<file path="src/hw/rtl/h2r_pkg.sv">
// Shared constants and helpers for the HSL to RGB color converter.
`default_nettype none

package h2r_pkg;

    localparam int HUE_W = 15;
    localparam int CH_W  = 13;
    localparam int F_W   = 12;
    localparam int SEC_W = 3;

    localparam logic [HUE_W-1:0] HUE_FULL   = 15'd23040;
    localparam logic [HUE_W-1:0] HUE_SECTOR = 15'd3840;
    localparam logic [F_W-1:0]   SECTOR_LEN = 12'd3840;
    localparam int               SECTOR_CNT = 6;

    // A 60-degree sector is 15 times 256 counts.
    localparam int SECTOR_SHIFT = 8;
    localparam int SECTOR_ODD   = 15;

    typedef enum logic [SEC_W-1:0] {
        SEC_RY = 3'd0,
        SEC_YG = 3'd1,
        SEC_GC = 3'd2,
        SEC_CB = 3'd3,
        SEC_BM = 3'd4,
        SEC_MR = 3'd5
    } sector_t;

    function automatic logic [HUE_W-1:0] sector_base(input sector_t sec);
        logic [HUE_W-1:0] base;
        begin
            case (sec)
                SEC_RY:  base = 15'd0;
                SEC_YG:  base = 15'd3840;
                SEC_GC:  base = 15'd7680;
                SEC_CB:  base = 15'd11520;
                SEC_BM:  base = 15'd15360;
                SEC_MR:  base = 15'd19200;
                default: base = 15'd0;
            endcase
            return base;
        end
    endfunction

endpackage

`default_nettype wire

</file>
<file path="src/hw/rtl/hsl_to_rgb.sv">
// Pipelined HSL to RGB color converter, one color per beat.
// Each accepted input beat passes through every stage register in turn to its output beat.
// Throughput: one beat per cycle; each of the five stages holds one beat and
// stalls only when the stage behind it is full and the output is not taken.
// The two multipliers and the reciprocal multiply set the stage boundaries.
// Reset clears all stage valid flags; payload registers are not reset.
`default_nettype none

module hsl_to_rgb
    import h2r_pkg::*;
#(
    parameter int FRAC_BITS = 12
) (
    input  wire                    clk,
    input  wire                    rst_n,
    input  wire                    in_valid,
    output logic                   in_ready,
    input  wire        [HUE_W-1:0] hue,
    input  wire        [CH_W-1:0]  saturation,
    input  wire        [CH_W-1:0]  lightness,
    output logic                   out_valid,
    input  wire                    out_ready,
    output logic       [CH_W-1:0]  red,
    output logic       [CH_W-1:0]  green,
    output logic       [CH_W-1:0]  blue
);

    localparam int CW  = FRAC_BITS + 1;
    localparam int WW  = (CW > CH_W) ? CW : CH_W;
    localparam int PW  = CW + F_W;
    localparam int NW  = PW - SECTOR_SHIFT;
    localparam int K   = NW + 4;
    localparam int MW  = NW + 1;
    localparam int QW  = NW + MW;
    localparam logic [CW-1:0] ONE   = CW'(1) << FRAC_BITS;
    localparam logic [WW-1:0] ONE_W = WW'(1) << FRAC_BITS;
    localparam logic [MW-1:0] RECIP =
        MW'((64'd1 << K) / 64'(SECTOR_ODD) + 64'd1);

    // Stage valid flags and per-stage ready.
    logic v1_reg, v2_reg, v3_reg, v4_reg, v5_reg;
    logic rdy1, rdy2, rdy3, rdy4, rdy5;

    assign rdy5     = !v5_reg || out_ready;
    assign rdy4     = !v4_reg || rdy5;
    assign rdy3     = !v3_reg || rdy4;
    assign rdy2     = !v2_reg || rdy3;
    assign rdy1     = !v1_reg || rdy2;
    assign in_ready = rdy1;
    assign out_valid = v5_reg;

    always_ff @(posedge clk or negedge rst_n)
    begin
        if (!rst_n)
        begin
            v1_reg <= 1'b0;
            v2_reg <= 1'b0;
            v3_reg <= 1'b0;
            v4_reg <= 1'b0;
            v5_reg <= 1'b0;
        end
        else
        begin
            if (rdy1) v1_reg <= in_valid;
            if (rdy2) v2_reg <= v1_reg;
            if (rdy3) v3_reg <= v2_reg;
            if (rdy4) v4_reg <= v3_reg;
            if (rdy5) v5_reg <= v4_reg;
        end
    end

    // Stage 1: clamp inputs, wrap the hue and find sector and offset.
    logic [WW-1:0]    s_wide, l_wide;
    logic [CW-1:0]    s1_s_next, s1_l_next;
    logic [HUE_W-1:0] h_wrap, pos;
    logic [SEC_W-1:0] sec_cnt;
    sector_t          s1_sec_next;
    logic [F_W-1:0]   s1_f_next;

    always_comb
    begin
        s_wide    = WW'(saturation);
        l_wide    = WW'(lightness);
        s1_s_next = (s_wide > ONE_W) ? ONE : s_wide[CW-1:0];
        s1_l_next = (l_wide > ONE_W) ? ONE : l_wide[CW-1:0];
        h_wrap    = (hue >= HUE_FULL) ? hue - HUE_FULL : hue;
        sec_cnt   = '0;
        for (int k = 1; k < SECTOR_CNT; k++)
        begin
            if (h_wrap >= HUE_W'(k) * HUE_SECTOR)
                sec_cnt = sec_cnt + SEC_W'(1);
        end
        s1_sec_next = sector_t'(sec_cnt);
        pos         = h_wrap - sector_base(s1_sec_next);
        s1_f_next   = sec_cnt[0] ? SECTOR_LEN - pos[F_W-1:0] : pos[F_W-1:0];
    end

    logic [CW-1:0]  s1_s_reg, s1_l_reg;
    sector_t        s1_sec_reg;
    logic [F_W-1:0] s1_f_reg;

    always_ff @(posedge clk)
    begin
        if (rdy1)
        begin
            s1_s_reg   <= s1_s_next;
            s1_l_reg   <= s1_l_next;
            s1_sec_reg <= s1_sec_next;
            s1_f_reg   <= s1_f_next;
        end
    end

    // Stage 2: chroma.
    logic [CW:0]     two_l;
    logic [CW:0]     l_dev;
    logic [CW-1:0]   one_m_d;
    logic [2*CW-1:0] c_prod;
    logic [CW-1:0]   s2_c_next;

    always_comb
    begin
        two_l     = {s1_l_reg, 1'b0};
        l_dev     = (two_l >= {1'b0, ONE}) ? two_l - {1'b0, ONE} : {1'b0, ONE} - two_l;
        one_m_d   = ONE - l_dev[CW-1:0];
        c_prod    = (2*CW)'(one_m_d) * (2*CW)'(s1_s_reg);
        s2_c_next = c_prod[FRAC_BITS +: CW];
    end

    logic [CW-1:0]  s2_c_reg, s2_l_reg;
    sector_t        s2_sec_reg;
    logic [F_W-1:0] s2_f_reg;

    always_ff @(posedge clk)
    begin
        if (rdy2)
        begin
            s2_c_reg   <= s2_c_next;
            s2_l_reg   <= s1_l_reg;
            s2_sec_reg <= s1_sec_reg;
            s2_f_reg   <= s1_f_reg;
        end
    end

    // Stage 3: chroma times hue offset, and the lightness offset m.
    logic [PW-1:0] s3_p_next;
    logic [CW-1:0] s3_m_next;

    assign s3_p_next = PW'(s2_c_reg) * PW'(s2_f_reg);
    assign s3_m_next = s2_l_reg - (s2_c_reg >> 1);

    logic [PW-1:0] s3_p_reg;
    logic [CW-1:0] s3_c_reg, s3_m_reg;
    sector_t       s3_sec_reg;

    always_ff @(posedge clk)
    begin
        if (rdy3)
        begin
            s3_p_reg   <= s3_p_next;
            s3_c_reg   <= s2_c_reg;
            s3_m_reg   <= s3_m_next;
            s3_sec_reg <= s2_sec_reg;
        end
    end

    // Stage 4: divide by the sector length as a shift and a reciprocal multiply.
    logic [NW-1:0] n_val;
    logic [QW-1:0] q_prod;
    logic [CW-1:0] s4_x_next;

    always_comb
    begin
        n_val     = s3_p_reg[PW-1:SECTOR_SHIFT];
        q_prod    = QW'(n_val) * QW'(RECIP);
        s4_x_next = q_prod[K +: CW];
    end

    logic [CW-1:0] s4_x_reg, s4_c_reg, s4_m_reg;
    sector_t       s4_sec_reg;

    always_ff @(posedge clk)
    begin
        if (rdy4)
        begin
            s4_x_reg   <= s4_x_next;
            s4_c_reg   <= s3_c_reg;
            s4_m_reg   <= s3_m_reg;
            s4_sec_reg <= s3_sec_reg;
        end
    end

    // Stage 5: place components by sector, add m and clamp to 1.0.
    logic [CW-1:0] rc, gc, bc;
    logic [CW:0]   r_sum, g_sum, b_sum;
    logic [WW-1:0] r_w, g_w, b_w;
    logic [CH_W-1:0] red_next, green_next, blue_next;

    always_comb
    begin
        case (s4_sec_reg)
            SEC_RY:  begin rc = s4_c_reg; gc = s4_x_reg; bc = '0;       end
            SEC_YG:  begin rc = s4_x_reg; gc = s4_c_reg; bc = '0;       end
            SEC_GC:  begin rc = '0;       gc = s4_c_reg; bc = s4_x_reg; end
            SEC_CB:  begin rc = '0;       gc = s4_x_reg; bc = s4_c_reg; end
            SEC_BM:  begin rc = s4_x_reg; gc = '0;       bc = s4_c_reg; end
            default: begin rc = s4_c_reg; gc = '0;       bc = s4_x_reg; end
        endcase
        r_sum      = {1'b0, rc} + {1'b0, s4_m_reg};
        g_sum      = {1'b0, gc} + {1'b0, s4_m_reg};
        b_sum      = {1'b0, bc} + {1'b0, s4_m_reg};
        r_w        = WW'((r_sum > {1'b0, ONE}) ? ONE : r_sum[CW-1:0]);
        g_w        = WW'((g_sum > {1'b0, ONE}) ? ONE : g_sum[CW-1:0]);
        b_w        = WW'((b_sum > {1'b0, ONE}) ? ONE : b_sum[CW-1:0]);
        red_next   = r_w[CH_W-1:0];
        green_next = g_w[CH_W-1:0];
        blue_next  = b_w[CH_W-1:0];
    end

    logic [CH_W-1:0] red_reg, green_reg, blue_reg;

    always_ff @(posedge clk)
    begin
        if (rdy5)
        begin
            red_reg   <= red_next;
            green_reg <= green_next;
            blue_reg  <= blue_next;
        end
    end

    assign red   = red_reg;
    assign green = green_reg;
    assign blue  = blue_reg;

endmodule

`default_nettype wire

</file>
<file path="config.mk">
export PLATFORM = sky130hd
export DESIGN_NAME = hsl_to_rgb
export DESIGN_NICKNAME = d
export VERILOG_FILES = /design/src/hw/rtl/h2r_pkg.sv /design/src/hw/rtl/hsl_to_rgb.sv
export SDC_FILE = /design/constraint.sdc
export NUM_CORES = 1
export LEC_CHECK = 0
export BUFFER_PORTS_ARGS = -buffer_cell sky130_fd_sc_hd__buf_2
export CAP_MARGIN = 20
export CORE_ASPECT_RATIO = 1.4
export CORE_MARGIN = 2
export CORE_UTILIZATION = 50
export DETAILED_ROUTE_END_ITERATION = 10
export PLACE_DENSITY = 0.77
export RECOVER_POWER = 50
export SLEW_MARGIN = 20
export SYNTH_ARGS = -nofsm -noshare
export SYNTH_HDL_FRONTEND = slang
export SYNTH_SLANG_ARGS = --single-unit
</file>
<file path="constraint.sdc">
create_clock -name clk -period 15.3 [get_ports clk]
set_clock_uncertainty 0.15 [all_clocks]
set_input_delay 0.765 -clock clk [delete_from_list [all_inputs] [get_ports clk]]
set_output_delay 0.765 -clock clk [all_outputs]
set_load 0.01 [all_outputs]
</file>
== After elaboration in Yosys (flattened, before gate mapping) ==
Index checks and enable logic that the tools add are counted.
Widths: inputs -> output; s select.
Word-level totals
  input bits: 45
  word-level logic and storage cells: 91
  output and inout bits: 41
  flip-flop bits (word level): 222
Operators by class
  reduce and logical (&&, ||, !) cells: 17
  order comparisons: 12
  muxes and demuxes: 12
  equal/unequal tests: 9
  add/sub/neg operators: 14
  $mul: 3
Operators with widths (count)
  $pmux 13 s2: 3
  $pmux 12 s5: 1
  $add 13x13->14: 3
  $gt 14x13->1 const B: 3
  $mul 17x18->34 const B: 1
  $ge 15x14->1 const B: 2
  $ge 15x15->1 const B: 2
  $gt 13x13->1 const B: 2
  $sub 13x13->13 const A: 2
  $mul 13x12->25: 1
  $mul 13x13->25: 1
  $ge 15x12->1 const B: 1
  $ge 15x13->1 const B: 1
  $mux 15: 1
  $sub 15x15->15 const B: 1
  $ge 14x13->1 const B: 1
  $mux 13: 1
  $sub 13x12->13: 1
  $sub 13x13->13 const B: 1
  $add 3x1->3 const B: 4
  $eq 3x2->1 const B: 4
  $mux 12: 1
  $mux 3: 4
  $reduce_or 2->1: 6
  8 further kinds: 19

== Depth between registers and ports, before layout ==
  depth after elaboration: 17
  gate-level depth with buffers: 31
  mapped depth without buffers: 29

== Worst setup path before layout ==
Ideal clock, no wire load.
  path kind: reg-to-reg
  start: reg s1_l_reg[3]
  end: reg s2_c_reg[12], data pin
  setup time: 0.259 ns
  clock period less this slack: 7.417 ns
  cell stages (with the launch flop): 29
  data arrival time: 7.008 ns
  slack: 7.883 ns
  buffers on the path: 2
  data required time: 14.891 ns
  cell sequence: edfxtp_1 > clkbuf_1 > or3_1 > or4_1 > o21ai_0 > xor2_1 > nand2_1 > xor2_1 > clkbuf_1 > nor2b_1 > fa_1 > inv_1 > fa_1 > inv_1 > fa_1 > fa_1 > inv_1 > fa_1 > inv_1 > ha_1 > o21a_1 > o21a_1 > o21ai_0 > a21oi_1 > a31oi_1 > a2111oi_0 > nor3_1 > o21bai_1 > xnor2_1
Between the ends
  cells in the longest elaborated chain, start to end: 4
  elaborated cells between the ends (all ways): 6
  those cells by class: add/sub (3); mul (1); order compare (1); mux (1)
Ends and longest elaborated chain
  start, declared: line hsl_to_rgb.sv:98  | logic [CW-1:0] s1_s_reg, s1_l_reg;
  start signal, assigned: line hsl_to_rgb.sv:107  | s1_l_reg <= s1_l_next;
  $sub 13x13->13 / $ge 14x13->1 (equally long branches): line hsl_to_rgb.sv:123  | l_dev = (two_l >= {1'b0, ONE}) ? two_l - {1'b0, ONE} : {1'b0, ONE} - two_l;
  $mux 13 *: line hsl_to_rgb.sv:123
  $sub 13x13->13 *: line hsl_to_rgb.sv:124  | one_m_d = ONE - l_dev[CW-1:0];
  $mul 13x13->25 *: line hsl_to_rgb.sv:125  | c_prod = (2*CW)'(one_m_d) * (2*CW)'(s1_s_reg);
  named net c_prod[24]: line hsl_to_rgb.sv:117  | logic [2*CW-1:0] c_prod;
  end signal, assigned: line hsl_to_rgb.sv:137  | s2_c_reg <= s2_c_next;
  end, declared: line hsl_to_rgb.sv:129  | logic [CW-1:0] s2_c_reg, s2_l_reg;
Mark *: on every way through the listed nets, which the timed path passes. The rest lies on a longest branch.
A chain may end at the register's enable or synchronous reset.

== Worst setup path after layout ==
  start: reg s1_l_reg[0]
  end: reg s2_c_reg[12], data pin
Same word-level chain as after synthesis.

==> results.yml <==
yosys:
  seq_area_frac_synth_pct: 27.0
  syn_area_um2: 23700
  syn_area_per_cell_um2: 9.86
  synth_common_cells: "inv_1, ha_1, nand2_1"
  yosys_most_used_dff: "edfxtp_1"
  synthTopCellsByArea: "edfxtp_1, fa_1, ha_1, inv_1, nand2_1"
  yosysTopAreaCell: "edfxtp_1"
  ys_warn_count: 0
  ys_ff_latch: 214
  synth.most_common_cell: "inv_1"
  ys_async_sr_fraction_pct: 2.34
  synthDistinctLibCells: 72
  syn_inst: 2409
  yosys.area.top_type_share_pct: 26.4
  syn_nets: 3011
  synth_edf_count: 209
worst_setup_path:
  crit_required_ns: 15.43
  cp-end-kind: "flip-flop"
  crit_type: "flip-flop to flip-flop"
  rr_worst_depth: 28
  critPathMaxStageDelay_ns: 0.93
  crit_fanout: 18
  cp.arrival_ns: 9.11
  cp_slowest_cell: "xor2_1"
  start_kind: "flip-flop"
floorplanning:
  placementRows: 94
  boundaryPins: 86
  die_height_um: 262
  die_area_um2: 49300
  die_x_um: 188
  coreArea_um2: 46900
  start_util_pct: 50.6
clock_tree:
  cts_root_buffer: "clkbuf_16"
  cts.sinks: 214
  numCtsBuffers: 24
  cts_max_path_buffers: 3
  tritoncts: "yes"
  clkTransAtPathRegs_ns: 0.06
  h-tree-depth: 1
  cts_resized: 0
  clkLatencyLatePin_ns: 0.54
placed_design:
  port_buffers: 85
  hpwlAfterDp_mm: 41.5
  finalWeightedCongestion: 0.915
route:
  drt_iter0_markers: 735
  drt_drc_violations_left: 0
  routed_wl_mm: 51.3
  dr.pass1.iters: 5
  vias_per_cell: 5.46
  num_vias: 16900
  wl_per_cell_um: 16.6
  drtAntennaViolNets: 0
timing:
  tightestPinTransition_ns: 2.17
  clock.fmax_mhz: 111
  period_share_pct: 58.7
  fin_crit_ns: 8.98
  final-setup-viol-count: 0
  rsz0062_at_grt: "no"
  max_slew_margin_pct: -44.7
  finalHoldViolCount: 0
  setup_tns_ns: 0
  final_max_slew_viol_count: 84
global_routing:
  grt_max_degree: 55
  grt.total_usage_pct: 21.2
  first_global_vias: 18200
  overflow: 0
  antenna_found_initial: 0
  grt_pass1_wl_mm: 85.3
layout:
  fin_nets: 3051
  largest_reg_flops: 17
  n_antenna_cell: 0
  register_area_um2: 6400
  drive_above_1_share_pct: 5.39
  synthToLayoutAreaGrowth_pct: 7.52
  fillers: 4062
  multiInputGateArea_um2: 15500
flow_run:
  cap_violations: 2
run_status:
  status: "complete, but fails checks"
  violations: "max-capacitance violations, max-slew violations"
hold_path:
  hold_path.class: "input port to flip-flop"
  worst_hold_path.num_cells: 2
cell usage in the layout, fill, tap and decap left out, types with 7 or more instances in the layout:
master	synthesis	routed
mux2_2	7	7
clkbuf_16	0	24
and2_1	112	112
a21boi_0	11	11
nand4_1	10	10
o21a_1	13	13
nand2b_1	18	18
or3_1	9	9
mux2i_1	9	9
buf_4	0	12
clkbuf_1	81	41
nor2_1	118	118
nor3_1	45	45
buf_2	1	52
a21oi_1	76	76
a31oi_1	12	12
fa_1	258	258
a22o_1	30	30
nor3b_1	9	9
nand3_1	12	12
inv_1	403	403
ha_1	299	299
nand2_1	299	297
a211oi_1	7	7
xor2_1	37	36
o21ai_0	69	69
nor2b_1	61	61
edfxtp_1	209	209
a21o_1	26	26
xnor2_1	63	62
cell type report:
type                            count  area share (%)
Timing Repair Buffer              101            2.00
Sequential cell                   214            25.1
Clock inverter                     14           0.671
Clock buffer                       30            2.44
Tap cell                          624            3.06
Multi-Input combinational cell   1703            60.8
Inverter                          405            5.96
metrics by stage:
stage,hold WS (ns),setup WS (ns),instances,utilization [%],instance area (µm²)
2_1_floorplan,0.250,7.88,2409,-,23700
3_5_place_dp,0.255,6.54,3045,52.8,24800
3_3_place_gp,0.255,6.87,3044,52.7,24700
4_1_cts,0.239,6.47,3090,54.5,25600
6_report,0.262,6.32,3091,54.4,25500
5_1_grt,0.269,5.82,3091,54.4,25500
cell families (layout without fill, tap and decap cells):
| group | Yosys count | count (layout) | synth area share [%] |
|---|---|---|---|
| fa+ha+maj | 557 | 557 | 37.5 |
| simple gates | 733 | 733 | 15.0 |
| xor+xnor | 102 | 102 | 3.85 |
| mux | 16 | 16 | 0.711 |
| buf+inv | 492 | 550 | 7.79 |
| compound gates | 295 | 295 | 8.21 |
| flops | 214 | 214 | 27.0 |
path summary, 6_finish.rpt:
path / slack [ns] / startpoint / endpoint
worst max-delay path: 6.32 / s1_l_reg[0] / s2_c_reg[12]
worst min-delay path: 0.26 / in_valid / v1_reg
worst max register to register: 6.32 / s1_l_reg[0] / s2_c_reg[12]
worst min register to register: 0.27 / s3_c_reg[8] / s4_c_reg[8]
max in group asynchronous: 14.32 / rst_n / v4_reg
min in group asynchronous: 0.46 / rst_n / v2_reg
worst max-delay path, delay by kind of cell (launching register included):
family                     cells  cell delay, ns
buffers and inverters          5            0.43
AOI/OAI and AO/OA              9            2.37
xor gates and xnor gates       3            1.36
and+or+nand+nor                4            0.86
DFF                            1            0.67
adders and majority gates      7            2.86
per-layer routing:
metal / vias to the layer above / part of all wire [%] / track usage, %
li1: 7952 / - / -
met1: 8303 / 38 / 23.2
met2: 490 / 54 / 41.7
met3: 147 / 4.4 / 2.12
met4: 0 / 3.7 / 8.55
met5: - / 0 / 0
repair_timing:
item | in CTS | in global routing
hold buffers | 1 | 0
endpoints found under the hold margin | 5 | 0
setup buffers | 0 | 0
Power is not shown: default switching activity piles up to over one toggle a cycle in this logic, so the estimate is an artifact.
